<file path="config.mk">
export PLATFORM = sky130hd
export DESIGN_NAME = button_gesture_blink_controller
export DESIGN_NICKNAME = d
export VERILOG_FILES = /design/src/bgbc_pkg.sv /design/src/bgbc_cfg_regs.sv /design/src/bgbc_core.sv /design/src/button_gesture_blink_controller.sv
export SDC_FILE = /design/constraint.sdc
export NUM_CORES = 1
export LEC_CHECK = 0
export BUFFER_PORTS_ARGS = -buffer_cell sky130_fd_sc_hd__clkbuf_2
export CELL_PAD_IN_SITES_DETAIL_PLACEMENT = 1
export CELL_PAD_IN_SITES_GLOBAL_PLACEMENT = 1
export CORE_MARGIN = 2
export CORE_UTILIZATION = 40
export DETAILED_ROUTE_END_ITERATION = 16
export PLACE_DENSITY_LB_ADDON = 0.25
export SLEW_MARGIN = 5
export SYNTH_ARGS = -nofsm -noshare
export SYNTH_HDL_FRONTEND = slang
export SYNTH_SLANG_ARGS = --single-unit
export TNS_END_PERCENT = 20
</file>
<file path="constraint.sdc">
create_clock -name clk -period 7.45 [get_ports clk]
set_input_delay 0.745 -clock clk [delete_from_list [all_inputs] [get_ports clk]]
set_output_delay 0.745 -clock clk [all_outputs]
set_load 0.005 [all_outputs]
</file>
<file path="src/bgbc_pkg.sv">
// ----------------------------------------------------------------------------
// bgbc_pkg
// Shared types, constants and helper functions of the gesture controller.
// ----------------------------------------------------------------------------
`default_nettype none

package bgbc_pkg;

    localparam int TIMER_WIDTH = 16;
    localparam int REG_WIDTH   = 16;
    localparam int CMP_WIDTH   = (TIMER_WIDTH > REG_WIDTH) ? TIMER_WIDTH : REG_WIDTH;
    localparam int IDX_WIDTH   = 3;
    localparam int IN_WIDTH    = 8;
    localparam int OUT_WIDTH   = 8;

    typedef logic [TIMER_WIDTH-1:0] timer_t;
    typedef logic [REG_WIDTH-1:0]   reg_val_t;
    typedef logic [1:0]             speed_t;
    typedef logic [2:0]             gcode_t;

    typedef enum logic [IDX_WIDTH-1:0] {
        CFG_DEBOUNCE = 3'd0,
        CFG_LONG     = 3'd1,
        CFG_WINDOW   = 3'd2,
        CFG_PERIOD_0 = 3'd3,
        CFG_PERIOD_1 = 3'd4,
        CFG_PERIOD_2 = 3'd5
    } cfg_idx_t;

    localparam reg_val_t RST_DEBOUNCE = 16'd20;
    localparam reg_val_t RST_LONG     = 16'd500;
    localparam reg_val_t RST_WINDOW   = 16'd300;
    localparam reg_val_t RST_PERIOD_0 = 16'd100;
    localparam reg_val_t RST_PERIOD_1 = 16'd250;
    localparam reg_val_t RST_PERIOD_2 = 16'd500;

    typedef enum logic [4:0] {
        G_IDLE    = 5'b00001,
        G_TIMING  = 5'b00010,
        G_LONG    = 5'b00100,
        G_WINDOW  = 5'b01000,
        G_RELEASE = 5'b10000
    } gesture_t;

    localparam gcode_t GCODE_IDLE    = 3'd0;
    localparam gcode_t GCODE_TIMING  = 3'd1;
    localparam gcode_t GCODE_LONG    = 3'd2;
    localparam gcode_t GCODE_WINDOW  = 3'd3;
    localparam gcode_t GCODE_RELEASE = 3'd4;

    typedef struct packed {
        reg_val_t debounce_ticks;
        reg_val_t long_press_ticks;
        reg_val_t click_window_ticks;
        reg_val_t blink_period_0;
        reg_val_t blink_period_1;
        reg_val_t blink_period_2;
    } cfg_t;

    typedef struct packed {
        gcode_t gesture_code;
        speed_t speed_index;
        logic   blink_active;
        logic   led_lit;
    } result_t;

    function automatic timer_t sat_inc(timer_t v);
        return (v == {TIMER_WIDTH{1'b1}}) ? v : timer_t'(v + 1'b1);
    endfunction

    function automatic logic reached(timer_t t, reg_val_t lim);
        return CMP_WIDTH'(t) >= CMP_WIDTH'(lim);
    endfunction

    function automatic gcode_t code_of(gesture_t g);
        gcode_t c;
        case (g)
            G_IDLE:    c = GCODE_IDLE;
            G_TIMING:  c = GCODE_TIMING;
            G_LONG:    c = GCODE_LONG;
            G_WINDOW:  c = GCODE_WINDOW;
            G_RELEASE: c = GCODE_RELEASE;
            default:   c = GCODE_IDLE;
        endcase
        return c;
    endfunction

endpackage

`default_nettype wire

</file>
<file path="src/bgbc_cfg_regs.sv">
// ----------------------------------------------------------------------------
// bgbc_cfg_regs
// Configuration register file, one write beat per cycle, always ready.
// ----------------------------------------------------------------------------
`default_nettype none

module bgbc_cfg_regs (
    input  wire logic                           clk,
    input  wire logic                           rst_n,
    input  wire logic                           cfg_valid,
    output logic                                cfg_ready,
    input  wire logic [bgbc_pkg::IDX_WIDTH-1:0] cfg_index,
    input  wire logic [bgbc_pkg::REG_WIDTH-1:0] cfg_data,
    output bgbc_pkg::cfg_t                      cfg
);
    import bgbc_pkg::*;

    cfg_t cfg_reg;
    cfg_t cfg_next;

    assign cfg_ready = 1'b1;
    assign cfg       = cfg_reg;

    always_comb
    begin
        cfg_next = cfg_reg;
        if (cfg_valid && cfg_ready)
        begin
            case (cfg_index)
                CFG_DEBOUNCE: cfg_next.debounce_ticks     = cfg_data;
                CFG_LONG:     cfg_next.long_press_ticks   = cfg_data;
                CFG_WINDOW:   cfg_next.click_window_ticks = cfg_data;
                CFG_PERIOD_0: cfg_next.blink_period_0     = cfg_data;
                CFG_PERIOD_1: cfg_next.blink_period_1     = cfg_data;
                CFG_PERIOD_2: cfg_next.blink_period_2     = cfg_data;
                default:      cfg_next = cfg_reg;
            endcase
        end
    end

    always_ff @(posedge clk or negedge rst_n)
    begin
        if (!rst_n)
        begin
            cfg_reg.debounce_ticks     <= RST_DEBOUNCE;
            cfg_reg.long_press_ticks   <= RST_LONG;
            cfg_reg.click_window_ticks <= RST_WINDOW;
            cfg_reg.blink_period_0     <= RST_PERIOD_0;
            cfg_reg.blink_period_1     <= RST_PERIOD_1;
            cfg_reg.blink_period_2     <= RST_PERIOD_2;
        end
        else
        begin
            cfg_reg <= cfg_next;
        end
    end

endmodule

`default_nettype wire

</file>
<file path="src/bgbc_core.sv">
// ----------------------------------------------------------------------------
// bgbc_core
// Debounce, gesture machine and blink timer; one tick per advance strobe.
// ----------------------------------------------------------------------------
`default_nettype none

module bgbc_core (
    input  wire logic           clk,
    input  wire logic           rst_n,
    input  wire logic           advance,
    input  wire logic           button_down,
    input  bgbc_pkg::cfg_t      cfg,
    output bgbc_pkg::result_t   result
);
    import bgbc_pkg::*;

    gesture_t gesture_reg,        gesture_next;
    logic     stable_level_reg,   stable_level_next;
    timer_t   debounce_count_reg, debounce_count_next;
    timer_t   press_timer_reg,    press_timer_next;
    timer_t   window_timer_reg,   window_timer_next;
    timer_t   blink_timer_reg,    blink_timer_next;
    logic     blink_enable_reg,   blink_enable_next;
    speed_t   speed_sel_reg,      speed_sel_next;
    logic     blink_phase_reg,    blink_phase_next;
    logic     led_level_reg,      led_level_next;
    result_t  result_reg,         result_next;

    always_comb
    begin
        timer_t   db_inc;
        timer_t   pt_inc;
        timer_t   wt_inc;
        timer_t   bt_inc;
        reg_val_t period;
        logic     restarted;

        gesture_next        = gesture_reg;
        stable_level_next   = stable_level_reg;
        debounce_count_next = debounce_count_reg;
        press_timer_next    = press_timer_reg;
        window_timer_next   = window_timer_reg;
        blink_timer_next    = blink_timer_reg;
        blink_enable_next   = blink_enable_reg;
        speed_sel_next      = speed_sel_reg;
        blink_phase_next    = blink_phase_reg;
        led_level_next      = led_level_reg;
        restarted           = 1'b0;

        db_inc = sat_inc(debounce_count_reg);
        pt_inc = sat_inc(press_timer_reg);
        wt_inc = sat_inc(window_timer_reg);

        // debounce
        if (button_down == stable_level_reg)
        begin
            debounce_count_next = '0;
        end
        else if (reached(db_inc, cfg.debounce_ticks))
        begin
            stable_level_next   = button_down;
            debounce_count_next = '0;
        end
        else
        begin
            debounce_count_next = db_inc;
        end

        // gesture machine
        case (gesture_reg)
            G_IDLE:
            begin
                if (stable_level_next)
                begin
                    press_timer_next = '0;
                    gesture_next     = G_TIMING;
                end
            end
            G_TIMING:
            begin
                press_timer_next = pt_inc;
                if (!stable_level_next)
                begin
                    if (reached(pt_inc, cfg.long_press_ticks))
                    begin
                        led_level_next    = 1'b0;
                        blink_enable_next = 1'b0;
                        gesture_next      = G_LONG;
                    end
                    else
                    begin
                        window_timer_next = '0;
                        gesture_next      = G_WINDOW;
                    end
                end
            end
            G_LONG:
            begin
                if (!stable_level_next)
                    gesture_next = G_IDLE;
            end
            G_WINDOW:
            begin
                window_timer_next = wt_inc;
                // timeout beats a press in the same tick
                if (reached(wt_inc, cfg.click_window_ticks))
                begin
                    blink_enable_next = 1'b0;
                    led_level_next    = 1'b1;
                    gesture_next      = G_IDLE;
                end
                else if (stable_level_next)
                begin
                    if (!blink_enable_reg)
                    begin
                        blink_enable_next = 1'b1;
                        speed_sel_next    = 2'd0;
                        blink_phase_next  = 1'b0;
                    end
                    else
                    begin
                        case (speed_sel_reg)
                            2'd0:    speed_sel_next = 2'd1;
                            2'd1:    speed_sel_next = 2'd2;
                            2'd2:    speed_sel_next = 2'd0;
                            default: speed_sel_next = 2'd1;
                        endcase
                    end
                    blink_timer_next = '0;
                    restarted        = 1'b1;
                    gesture_next     = G_RELEASE;
                end
            end
            G_RELEASE:
            begin
                if (!stable_level_next)
                    gesture_next = G_IDLE;
            end
            default:
            begin
                gesture_next = G_IDLE;
            end
        endcase

        // blink timer
        case (speed_sel_next)
            2'd1:    period = cfg.blink_period_1;
            2'd2:    period = cfg.blink_period_2;
            default: period = cfg.blink_period_0;
        endcase
        bt_inc = sat_inc(blink_timer_reg);
        if (blink_enable_next && !restarted)
        begin
            if (reached(bt_inc, period))
            begin
                blink_phase_next = ~blink_phase_next;
                led_level_next   = blink_phase_next;
                blink_timer_next = '0;
            end
            else
            begin
                blink_timer_next = bt_inc;
            end
        end

        result_next.led_lit      = led_level_next;
        result_next.blink_active = blink_enable_next;
        result_next.speed_index  = speed_sel_next;
        result_next.gesture_code = code_of(gesture_next);
    end

    always_ff @(posedge clk or negedge rst_n)
    begin
        if (!rst_n)
        begin
            gesture_reg        <= G_IDLE;
            stable_level_reg   <= 1'b0;
            debounce_count_reg <= '0;
            press_timer_reg    <= '0;
            window_timer_reg   <= '0;
            blink_timer_reg    <= '0;
            blink_enable_reg   <= 1'b0;
            speed_sel_reg      <= 2'd0;
            blink_phase_reg    <= 1'b0;
            led_level_reg      <= 1'b1;
        end
        else if (advance)
        begin
            gesture_reg        <= gesture_next;
            stable_level_reg   <= stable_level_next;
            debounce_count_reg <= debounce_count_next;
            press_timer_reg    <= press_timer_next;
            window_timer_reg   <= window_timer_next;
            blink_timer_reg    <= blink_timer_next;
            blink_enable_reg   <= blink_enable_next;
            speed_sel_reg      <= speed_sel_next;
            blink_phase_reg    <= blink_phase_next;
            led_level_reg      <= led_level_next;
        end
    end

    always_ff @(posedge clk)
    begin
        if (advance)
            result_reg <= result_next;
    end

    assign result = result_reg;

endmodule

`default_nettype wire

</file>
<file path="src/button_gesture_blink_controller.sv">
// ----------------------------------------------------------------------------
// button_gesture_blink_controller
// Debounced button gesture detector driving an LED blinker, one tick a beat.
// ----------------------------------------------------------------------------
// Each input beat is one millisecond tick carrying the raw button level; each
// tick yields exactly one result beat with the LED drive and status. The block
// takes one tick per clock cycle while the result side is not stalled: a tick
// is held in an input register, the core logic updates from it, and the result
// lands in an output register, where it is presented until it is taken. The
// output register decouples the sides, so a new tick is taken while a result
// still waits. Configuration writes are always ready; write them only while no
// tick is in flight.
`default_nettype none

module button_gesture_blink_controller (
    input  wire logic                           clk,
    input  wire logic                           rst_n,
    // slave side
    input  wire logic                           s_tvalid,
    output logic                                s_tready,
    input  wire logic [bgbc_pkg::IN_WIDTH-1:0]  s_tdata,   // [0] button_down, [7:1] zero
    // master side
    output logic                                m_tvalid,
    input  wire logic                           m_tready,
    output logic [bgbc_pkg::OUT_WIDTH-1:0]      m_tdata,   // [0] led_lit, [1] blink_active,
                                                           // [3:2] speed_index,
                                                           // [6:4] gesture_code, [7] zero
    // configuration write
    input  wire logic                           cfg_valid,
    output logic                                cfg_ready,
    input  wire logic [bgbc_pkg::IDX_WIDTH-1:0] cfg_index,
    input  wire logic [bgbc_pkg::REG_WIDTH-1:0] cfg_data
);
    import bgbc_pkg::*;

    logic    in_valid_reg,  in_valid_next;
    logic    in_button_reg;
    logic    out_valid_reg, out_valid_next;
    logic    advance;
    cfg_t    cfg;
    result_t result;

    assign advance  = in_valid_reg && (!out_valid_reg || m_tready);
    assign s_tready = !in_valid_reg || advance;

    always_comb
    begin
        in_valid_next = in_valid_reg;
        if (s_tvalid && s_tready)
            in_valid_next = 1'b1;
        else if (advance)
            in_valid_next = 1'b0;

        out_valid_next = out_valid_reg;
        if (advance)
            out_valid_next = 1'b1;
        else if (m_tready)
            out_valid_next = 1'b0;
    end

    always_ff @(posedge clk or negedge rst_n)
    begin
        if (!rst_n)
        begin
            in_valid_reg  <= 1'b0;
            out_valid_reg <= 1'b0;
        end
        else
        begin
            in_valid_reg  <= in_valid_next;
            out_valid_reg <= out_valid_next;
        end
    end

    always_ff @(posedge clk)
    begin
        if (s_tvalid && s_tready)
            in_button_reg <= s_tdata[0];
    end

    bgbc_cfg_regs u_cfg_regs (
        .clk       (clk),
        .rst_n     (rst_n),
        .cfg_valid (cfg_valid),
        .cfg_ready (cfg_ready),
        .cfg_index (cfg_index),
        .cfg_data  (cfg_data),
        .cfg       (cfg)
    );

    bgbc_core u_core (
        .clk         (clk),
        .rst_n       (rst_n),
        .advance     (advance),
        .button_down (in_button_reg),
        .cfg         (cfg),
        .result      (result)
    );

    assign m_tvalid = out_valid_reg;
    assign m_tdata  = {1'b0, result.gesture_code, result.speed_index,
                       result.blink_active, result.led_lit};

endmodule

`default_nettype wire

</file>
==> out/results.tsv, run 1 <==
metric	value	unit
status	finished, final reports clean	
cts-htree-levels	4	
dr.pass1.iters	4	
drv_slew	0	
die_w	167	microns
finClkSkew	0.0164	ns
critPathKind	reg2reg	
use_met2	0.351	
start_kind	flip-flop	
final_cell_mix	dfrtp_1 (144), nand2_1 (133), o21ai_0 (100), ha_1 (70), inv_1 (67)	
synth_area	0.0106	sq mm
tightest_slew	1.05	ns
power_frac_clock	0.334	
clk_pin_slew	0.07	ns
wl	28.6	mm
path_buf_inv	1	
period_share	0.910	
synth.avg_cell_area	9.58	sq um
cpMaxStageDelayCell	or3_4	
p_leak	5.21	nW
swShare	0.293	
max-clock-path-buffers	2	
initial_core_util	0.407	
cts_buffers	17	
synth_edf_count	8	
wl_per_cell	19.4	microns
yosysTopAreaCell	dfrtp_1	
core_region_area	0.0260	sq mm
syn_nets	1207	
final_nets	1233	
place_area	0.0111	sq mm
synthCells	1104	
grt.met3_usage	0.0314	
grt_use_met1	0.287	
timing_hold_violations_final	0	
vias_per_cell	5.63	
largest_register_ffs	96	
multiInputGateArea	0.00555	sq mm
drive_gt1_frac	0.164	
critical-path-max-stage-delay	0.49	ns
top_usage_layer	met2	
synth_area_leaders	dfrtp_1 (34%), ha_1 (8.4%), dfstp_2 (7.2%)	
hold_ws	0.305	ns
drtIter0Drc	429	
stdcell_area	0.0117	sq mm
seqPwrFrac	0.483	
relSlewSlack	0.298	
ios	43	
track_usage	0.211	
place_congestion	0.766	
fin_crit	6.78	ns
synth_cell_types	72	
clkLatencyLatePin	0.44	ns
path_common_cell	a21oi_1	
gr-total-overflow	0	
layout_commonest_cell	dfrtp_1	
tns	0	ns
die_area	0.0278	sq mm
intPower	1.80	mW
portBuffers	33	
num_vias	8323	
ir_drop	0.152	mV
p_comb_frac	0.183	
cp.arrival	7.15	ns
antenna_found_initial	0	
ys_seq_area_frac	0.435	
grt_start_max_net_pins	72	
endpoint_kind	flip-flop	
fill_cells	2967	
antenna_cells	0	
antenna_left	0	
cts-root-buf	clkbuf_16	
worst-endpoint-required	7.81	ns
hp-class	in2async	
synthArstFlopShare	0.956	
grt_pass1_vias	8617	
grt_pass1_wl	46.6	mm
syn_to_final_growth	10.4	%
drc	0	
seq_area	0.00461	sq mm
die_h	167	microns
rsz0062_at_grt	false	
numClockSinks	181	
ys.flop_type	dfrtp_1	
max-cap-violations	0	
ys_ff_latch	181	
cts_setup_buffers	0	
cp_top_family	compound AO/OA/AOI/OAI gates	
fmax	0.147	GHz
powerDensity	218	mW/mm^2
netSwitchingPower	746	uW
dp_hpwl	20.1	mm
setup_viol	0	
row_count	59	
cts_tree	built	
yosysWarnings	0	
path_max_fanout	16	
synth_top_area_share	0.341	
==> path summary, 6_finish.rpt <==
| kind | start | end | slack (ns) | cells past startpoint |
|---|---|---|---|---|
| worst max-delay path | u_core.debounce_count_reg[3]$_DFFE_PN0P_ | u_core.blink_timer_reg[0]$_DFFE_PN0P_ | 0.67 | 28 |
| worst min-delay path | rst_n | u_core.debounce_count_reg[15]$_DFFE_PN0P_ | 0.31 | 1 |
| worst max register to register | u_core.debounce_count_reg[3]$_DFFE_PN0P_ | u_core.blink_timer_reg[0]$_DFFE_PN0P_ | 0.67 | 28 |
| worst min register to register | u_cfg_regs.cfg[11]$_DFFE_PN0P_ | u_cfg_regs.cfg[11]$_DFFE_PN0P_ | 0.51 | 1 |
| max in group asynchronous | rst_n | u_cfg_regs.cfg[39]$_DFFE_PN0P_ | 5.77 | 2 |
| min in group clk | s_tdata[0] | in_button_reg$_DFFE_PP_ | 0.48 | 1 |
==> metal layers <==
layer | up-vias | part of all wire
met1 | 4197 | 0.47
li1 | 3986 | -
met5 | - | 0
met2 | 105 | 0.48
met4 | 0 | 0.023
met3 | 35 | 0.026
==> cell usage after synthesis (18+ instances only) <==
cell	n
xnor2_1	28
a21oi_1	54
nand3_1	33
ha_1	71
dfstp_2	29
o21ai_0	100
xor2_1	18
nand2_1	133
clkbuf_1	34
nand2b_1	18
nor3_1	21
mux2_2	52
nor2_1	57
inv_1	67
dfrtp_1	144
==> metrics by stage <==
stage	power, mW	setup WS, ns	std cells	utilization
after floorplan	1.55	1.18	1104	-
after global placement	1.68	0.466	1446	0.429
after detailed placement	1.72	0.354	1446	0.429
after CTS	2.58	0.266	1478	0.449
after global routing	2.69	0.0621	1478	0.449
final	2.54	0.667	1478	0.449
==> worst reg2reg max path: cells and delay by family, from the launching register on <==
kind	cells	cell delay (ns)
buffers and inverters	1	0.13
adders and majority gates	3	0.90
and+or+nand+nor	9	1.87
DFF	1	0.47
AOI/OAI and AO/OA	13	2.89
muxes	1	0.31
xor gates and xnor gates	1	0.13
==> power groups by stage <==
stage | combinational (mW) | sequential (mW) | clock [mW]
3_5_place_dp | 0.469 | 1.25 | 0
2_1_floorplan | 0.329 | 1.22 | 0
4_1_cts | 0.476 | 1.23 | 0.874
5_1_grt | 0.531 | 1.24 | 0.911
3_3_place_gp | 0.446 | 1.24 | 0
6_report | 0.464 | 1.23 | 0.849
==> kinds of logic (layout without fill, tap and decap cells) <==
| kind of cell | after synthesis | in the layout | synth area share |
|---|---|---|---|
| and+or+nand+nor | 346 | 346 | 0.160 |
| AOI/OAI and AO/OA | 287 | 287 | 0.176 |
| DFF | 181 | 181 | 0.435 |
| buffers and inverters | 111 | 150 | 0.0423 |
| adders and majority gates | 71 | 71 | 0.0840 |
| muxes | 60 | 60 | 0.0630 |
| xor gates and xnor gates | 46 | 46 | 0.0381 |
| other | 2 | 2 | 0.000710 |
==> cell type report <==
| cell class | count | share of cell area |
|---|---|---|
| clock buffer | 25 | 0.0416 |
| clock inverter | 7 | 0.00428 |
| inverter | 68 | 0.0219 |
| multi-input combinational | 812 | 0.475 |
| sequential | 181 | 0.394 |
| tap | 335 | 0.0359 |
| timing repair buffer | 50 | 0.0267 |
==> timing repair <==
action / 4_1_cts / 5_1_grt
setup endpoints to repair: 0 / 14
resized for setup: 0 / 3
hold buffers: 0 / 0
Note: power is estimated with default switching activity, not from simulation.
==> run 2: changes to the inputs <==
==> constraint.sdc (replaced) <==
create_clock -name clk -period 6.35 [get_ports clk]
set_input_delay 0.635 -clock clk [delete_from_list [all_inputs] [get_ports clk]]
set_output_delay 0.635 -clock clk [all_outputs]
set_load 0.005 [all_outputs]
==> out/results.tsv, run 2 (synthesized netlist as in run 1, its figures left out) <==
metric	value	unit	change
vias_per_cell	5.60		was 5.63
tightest_slew	1.01	ns	was 1.05 ns
cts-hold-fix-buffers	0		unchanged
grt_pass1_vias	8717		was 8617
setup_viol	0		unchanged
max-clock-path-buffers	2		unchanged
path_buf_inv	5		was 1
netSwitchingPower	875	uW	was 746 uW
power.total	3.08	mW	was 2.54 mW
gr-total-overflow	0		unchanged
antenna_left	0		unchanged
die_h	167	microns	unchanged
cp.arrival	6.41	ns	was 7.15 ns
powerDensity	255	mW/mm^2	was 218 mW/mm^2
cp.depth	30		was 28
start_kind	flip-flop		unchanged
status	finished, final reports clean		unchanged
drc	0		unchanged
final_nets	1267		was 1233
relSlewSlack	0.322		was 0.298
die_area	0.0278	sq mm	unchanged
num_vias	8461		was 8323
layout_commonest_cell	dfrtp_1		unchanged
p_comb_frac	0.180		was 0.183
antenna_cells	0		unchanged
wl	29.7	mm	was 28.6 mm
p_leak	5.43	nW	was 5.21 nW
antenna_found_initial	0		unchanged
cts-root-buf	clkbuf_16		unchanged
fmax	0.166	GHz	was 0.147 GHz
cp_top_family	simple AND/OR/NAND/NOR gates		was compound AO/OA/AOI/OAI gates
fill_cells	2962		was 2967
initial_core_util	0.407		unchanged
syn_to_final_growth	14.2	%	was 10.4%
worst-endpoint-required	6.72	ns	was 7.81 ns
grt_start_max_net_pins	67		was 72
clkLatencyLatePin	0.44	ns	about the same
max-cap-violations	0		unchanged
swShare	0.284		was 0.293
critPathKind	reg2reg		unchanged
ios	43		unchanged
endpoint_kind	flip-flop		unchanged
r2r-start	u_core.debounce_count_reg[11]$_DFFE_PN0P_		was u_core.debounce_count_reg[3]$_DFFE_PN0P_
startpoint	u_core.debounce_count_reg[11]$_DFFE_PN0P_		was u_core.debounce_count_reg[3]$_DFFE_PN0P_
cts_tree	built		unchanged
die_w	167	microns	unchanged
portBuffers	33		unchanged
finClkSkew	0.0199	ns	was 0.0164 ns
cpMaxStageDelayCell	or4b_1		was or3_4
largest_register_ffs	96		unchanged
path_max_fanout	16		unchanged
place_congestion	0.806		was 0.766
intPower	2.20	mW	was 1.80 mW
hp-class	in2async		unchanged
drv_slew	0		unchanged
place_area	0.0114	sq mm	was 0.0111 sq mm
stdcell_area	0.0121	sq mm	was 0.0117 sq mm
core_region_area	0.0260	sq mm	unchanged
grt_pass1_wl	47.6	mm	was 46.6 mm
power_frac_clock	0.351		was 0.334
final_cell_mix	dfrtp_1 (144), nand2_1 (133), o21ai_0 (99), ha_1 (70), inv_1 (67)		was dfrtp_1 (144), nand2_1 (133), o21ai_0 (100), ha_1 (70), inv_1 (67)
ff2ff_path_depth	30		was 28
row_count	59		unchanged
ir_drop	0.201	mV	was 0.152 mV
track_usage	0.217		was 0.211
dp_hpwl	21.0	mm	was 20.1 mm
critical-path-max-stage-delay	0.53	ns	was 0.49 ns
drive_gt1_frac	0.197		was 0.164
clk_pin_slew	0.07	ns	about the same
drtIter0Drc	429		unchanged
numClockSinks	181		unchanged
timing_hold_violations_final	0		unchanged
dr.pass1.iters	5		was 4
cts_buffers	17		unchanged
finalCoreUtilization	0.465		was 0.449
fin_crit	6.03	ns	was 6.78 ns
period_share	0.950		was 0.910
wl_per_cell	19.6	microns	was 19.4 microns
seq_area	0.00461	sq mm	unchanged
seqPwrFrac	0.470		was 0.483
cts-htree-levels	4		unchanged
multiInputGateArea	0.00563	sq mm	was 0.00555 sq mm
## run 2: cell count changes in the layout (fill, tap and decap cells not counted), moves of 2 or more
cell	before	now
buf_4	16	48
a21oi_1	54	51
nor3_1	19	16
nor3_2	2	5
a21oi_2	3	5
bufinv_16	0	2
clkbuf_1	5	3
clkinv_4	3	1
## run 2: final timing paths
| check | endpoint | slack, ns |
|---|---|---|
| max in group asynchronous | u_core.blink_timer_reg[13]$_DFFE_PN0P_ | 4.86 |
| setup / recovery | u_core.led_level_reg$_DFFE_PN1P_ | 0.32 |
| setup reg to reg | u_core.led_level_reg$_DFFE_PN1P_ | 0.32 |
| hold reg to reg | m_tvalid$_DFFE_PN0P_ | 0.50 |
| min in group clk | in_button_reg$_DFFE_PP_ | 0.37 |
| hold / removal | u_core.debounce_count_reg[11]$_DFFE_PN0P_ | 0.17 |
## run 2: cell type report
class	instances	area share
Multi-Input combinational cell	812	0.466
Sequential cell	181	0.381
Timing Repair Buffer	84	0.0483
Clock buffer	24	0.0407
Tap cell	335	0.0347
Inverter	68	0.0211
Clock inverter	8	0.00818
## run 2: timing repair
item	4_1_cts	5_1_grt
endpoints found under the hold margin	0	0
resized for setup	1	17
pin swaps	0	6
gates cloned	0	0
setup endpoints to repair	9	19
buffers inserted	0	4
## run 2: worst reg2reg max path, delay by kind of cell (launching register included)
kind / cells / cell delay [ns]
simple gates: 10 / 2.00
compound gates: 11 / 1.91
fa+ha+maj: 3 / 0.79
buf+inv: 5 / 0.78
flops: 1 / 0.36
mux: 1 / 0.15
## run 2: metal layers
metal | vias to the layer above | routed length, microns | track usage
met3 | 20 | 966 | 0.0316
met4 | 0 | 482 | 0.0513
met5 | - | 0 | 0
met2 | 104 | 14900 | 0.374
met1 | 4286 | 13400 | 0.288
li1 | 4051 | - | -
## run 2: power groups by stage
stage,logic [mW],clock network [mW],registers (mW)
3_5_place_dp,0.552,0,1.46
4_1_cts,0.559,1.11,1.44
3_3_place_gp,0.526,0,1.45
6_report,0.553,1.08,1.44
5_1_grt,0.633,1.15,1.46
2_1_floorplan,0.386,0,1.43
## run 2: per-stage QoR
| step | instances | setup slack (ns) | setup TNS, ns | hold WS [ns] |
|---|---|---|---|---|
| final | 1512 | 0.315 | 0 | 0.172 |
| after detailed placement | 1476 | -0.0578 | -0.0691 | 0.495 |
| after CTS | 1508 | 0.0489 | 0 | 0.194 |
| after global routing | 1512 | -0.0425 | -0.0425 | 0.206 |
| after global placement | 1476 | 0.0974 | 0 | 0.471 |
| after floorplan | 1104 | 0.0796 | 0 | 0.339 |
==> run 3: changes to the inputs <==
--- a/config.mk
+++ b/config.mk
@@ -5,6 +5,7 @@
 export SDC_FILE = /design/constraint.sdc
 export NUM_CORES = 1
 export LEC_CHECK = 0
+export ABC_AREA = 1
 export BUFFER_PORTS_ARGS = -buffer_cell sky130_fd_sc_hd__clkbuf_2
 export CELL_PAD_IN_SITES_DETAIL_PLACEMENT = 1
 export CELL_PAD_IN_SITES_GLOBAL_PLACEMENT = 1
==> out/results.tsv, run 3 <==
metric	value	unit	change
grt_pass1_vias	9492		was 8717
ys.flop_type	dfrtp_1		unchanged
cp_top_family	simple AND/OR/NAND/NOR gates		unchanged
ys_seq_area_frac	0.433		was 0.435
dp_hpwl	21.5	mm	was 21.0 mm
hp-class	in2async		unchanged
status	finished, final reports clean		unchanged
die_h	167	microns	about the same
cp.depth	37		was 30
cpMaxStageDelayCell	dfrtp_1		was or4b_1
stdcell_area	0.0119	sq mm	was 0.0121 sq mm
drv_slew	0		unchanged
clkLatencyLatePin	0.44	ns	about the same
max-clock-path-buffers	2		unchanged
path_common_cell	inv_1		
layout_commonest_cell	nand2_1		was dfrtp_1
row_count	59		unchanged
path_max_fanout	7		was 16
drtIter0Drc	458		was 429
cts_tree	built		unchanged
place_congestion	0.800		was 0.806
die_w	167	microns	about the same
ys_ff_latch	181		unchanged
powerDensity	371	mW/mm^2	was 255 mW/mm^2
finClkSkew	0.0143	ns	was 0.0199 ns
cts-root-buf	clkbuf_16		unchanged
synth_area	0.0106	sq mm	about the same
synth.avg_cell_area	7.84	sq um	was 9.58 sq um
vias_per_cell	5.24		was 5.60
fin_crit	5.85	ns	was 6.03 ns
dr.pass1.iters	5		unchanged
period_share	0.922		was 0.950
final_nets	1496		was 1267
critical-path-max-stage-delay	0.41	ns	was 0.53 ns
antenna_left	0		unchanged
fmax	0.171	GHz	was 0.166 GHz
numClockSinks	181		unchanged
cts-htree-levels	4		unchanged
synthCells	1357		was 1104
syn_nets	1460		was 1207
relSlewSlack	0.185		was 0.322
synthArstFlopShare	0.956		unchanged
max-cap-violations	0		unchanged
tightest_slew	1.22	ns	was 1.01 ns
antenna_cells	0		unchanged
drive_gt1_frac	0.122		was 0.197
yosysTopAreaCell	dfrtp_1		unchanged
synth_top_area_share	0.339		was 0.341
ios	43		unchanged
antenna_found_initial	0		unchanged
cts_buffers	17		unchanged
syn_to_final_growth	11.8	%	was 14.2%
grt_start_max_net_pins	63		was 67
clk_pin_slew	0.08	ns	was 0.07 ns
synth.most_common_cell	nand2_1		was dfrtp_1
tns	0	ns	unchanged
synth_area_leaders	dfrtp_1 (34%), nand2_1 (11%), ha_1 (8.4%)		was dfrtp_1 (34%), ha_1 (8.4%), dfstp_2 (7.2%)
wl	29.6	mm	was 29.7 mm
synth_edf_count	8		unchanged
largest_register_ffs	96		unchanged
worst-endpoint-required	6.70	ns	was 6.72 ns
path_buf_inv	7		was 5
track_usage	0.218		was 0.217
ff2ff_path_depth	37		was 30
synth_cell_types	50		was 72
endpoint_kind	flip-flop		unchanged
final_cell_mix	nand2_1 (320), inv_1 (232), o21ai_0 (174), dfrtp_1 (144), ha_1 (69)		was dfrtp_1 (144), nand2_1 (133), o21ai_0 (99), ha_1 (70), inv_1 (67)
setup_viol	0		unchanged
core_region_area	0.0261	sq mm	was 0.0260 sq mm
timing_hold_violations_final	0		unchanged
gr-total-overflow	0		unchanged
synth_commonest_cells	nand2_1 (321), inv_1 (233), o21ai_0 (175)		was dfrtp_1 (144), nand2_1 (133), o21ai_0 (100)
place_area	0.0112	sq mm	was 0.0114 sq mm
die_area	0.0279	sq mm	was 0.0278 sq mm
cts-hold-fix-buffers	0		unchanged
portBuffers	33		unchanged
wl_per_cell	17.0	microns	was 19.6 microns
drc	0		unchanged
cp.arrival	6.21	ns	was 6.41 ns
initial_core_util	0.408		was 0.407
finalCoreUtilization	0.456		was 0.465
num_vias	9127		was 8461
critPathKind	reg2reg		unchanged
ir_drop	0.169	mV	was 0.201 mV
grt_pass1_wl	48.7	mm	was 47.6 mm
p_leak	5.87	nW	was 5.43 nW
start_kind	flip-flop		unchanged
fill_cells	3210		was 2962
yosysWarnings	0		unchanged
-- run 3: cell types whose count changed after synthesis, moves of 10 or more --
cell	before	now
nand3_1	33	46
inv_1	67	233
o31ai_1	17	3
a211oi_1	10	0
nand2_1	133	321
o22ai_1	0	18
and4_1	10	0
a22oi_1	17	1
nor2_1	57	68
xnor2_1	28	2
o21ai_0	100	175
mux2_2	52	0
nand2b_1	18	0
a22o_1	16	0
-- run 3: area by class of cell --
type / count / area [sq um] / share of cell area
multi-input cells: 901 / 5070 / 0.427
repair inverters: 1 / 5.00 / 0.000421
inverters: 235 / 888 / 0.0747
repair buffers: 56 / 344 / 0.0289
clock inverters: 14 / 115 / 0.00968
flip-flops and latches: 181 / 4610 / 0.387
clock buffers: 18 / 439 / 0.0369
well taps: 335 / 419 / 0.0353
-- run 3: routing by layer --
layer | global-route usage | up-vias | share of wire | wire [microns]
met4 | 0.0397 | 0 | 0.010 | 301
met1 | 0.296 | 4536 | 0.48 | 14300
li1 | - | 4467 | - | -
met5 | 0 | - | 0 | 0
met3 | 0.0302 | 21 | 0.022 | 642
met2 | 0.374 | 103 | 0.49 | 14400
-- run 3: final timing paths --
| path | start | endpoint | slack (ns) |
|---|---|---|---|
| min in group clk | s_tdata[0] | in_button_reg$_DFFE_PP_ | 0.39 |
| min reg2reg | u_core.led_level_reg$_DFFE_PN1P_ | u_core.led_level_reg$_DFFE_PN1P_ | 0.48 |
| min | rst_n | u_core.blink_timer_reg[12]$_DFFE_PN0P_ | 0.15 |
| max | u_core.debounce_count_reg[0]$_DFFE_PN0P_ | u_core.blink_timer_reg[15]$_DFFE_PN0P_ | 0.50 |
| max reg2reg | u_core.debounce_count_reg[0]$_DFFE_PN0P_ | u_core.blink_timer_reg[15]$_DFFE_PN0P_ | 0.50 |
| max in group asynchronous | rst_n | u_core.window_timer_reg[8]$_DFFE_PN0P_ | 4.94 |
-- run 3: stage by stage --
| stage | setup slack, ns | instances | hold WS (ns) | total power [mW] |
|---|---|---|---|---|
| 2_1_floorplan | 0.998 | 1357 | 0.339 | 2.79 |
| 3_3_place_gp | 0.297 | 1705 | 0.456 | 3.24 |
| 3_5_place_dp | 0.206 | 1705 | 0.469 | 3.34 |
| 4_1_cts | 0.153 | 1737 | 0.164 | 4.41 |
| 5_1_grt | -0.0166 | 1741 | 0.179 | 4.78 |
| 6_report | 0.496 | 1741 | 0.149 | 4.41 |
-- run 3: timing repair --
action	CTS	global route
resized for setup	0	27
endpoints found under the setup margin	0	19
setup buffers	0	3
-- run 3: logic make-up after synthesis --
kind of cell / after synthesis / share of synthesized area
other cells: 2 / 0.000706
buf+inv: 275 / 0.100
simple gates: 508 / 0.204
xor+xnor: 28 / 0.0231
flops: 181 / 0.433
fa+ha+maj: 71 / 0.0835
compound gates: 292 / 0.155
-- run 3: power breakdown --
part           internal, mW  total (mW)  switching [mW]
Combinational         0.640        1.73            1.09
Clock                 0.524        1.04           0.518
Sequential             1.45        1.64           0.187
Total                  2.62        4.41            1.80
-- run 3: worst reg2reg max path: cells and delay by family (launching register included) --
kind | cells | cell delay [ns]
buffers and inverters | 7 | 0.80
xor gates and xnor gates | 1 | 0.26
and+or+nand+nor | 16 | 1.75
DFF | 1 | 0.41
adders and majority gates | 4 | 1.18
AOI/OAI and AO/OA | 9 | 1.37
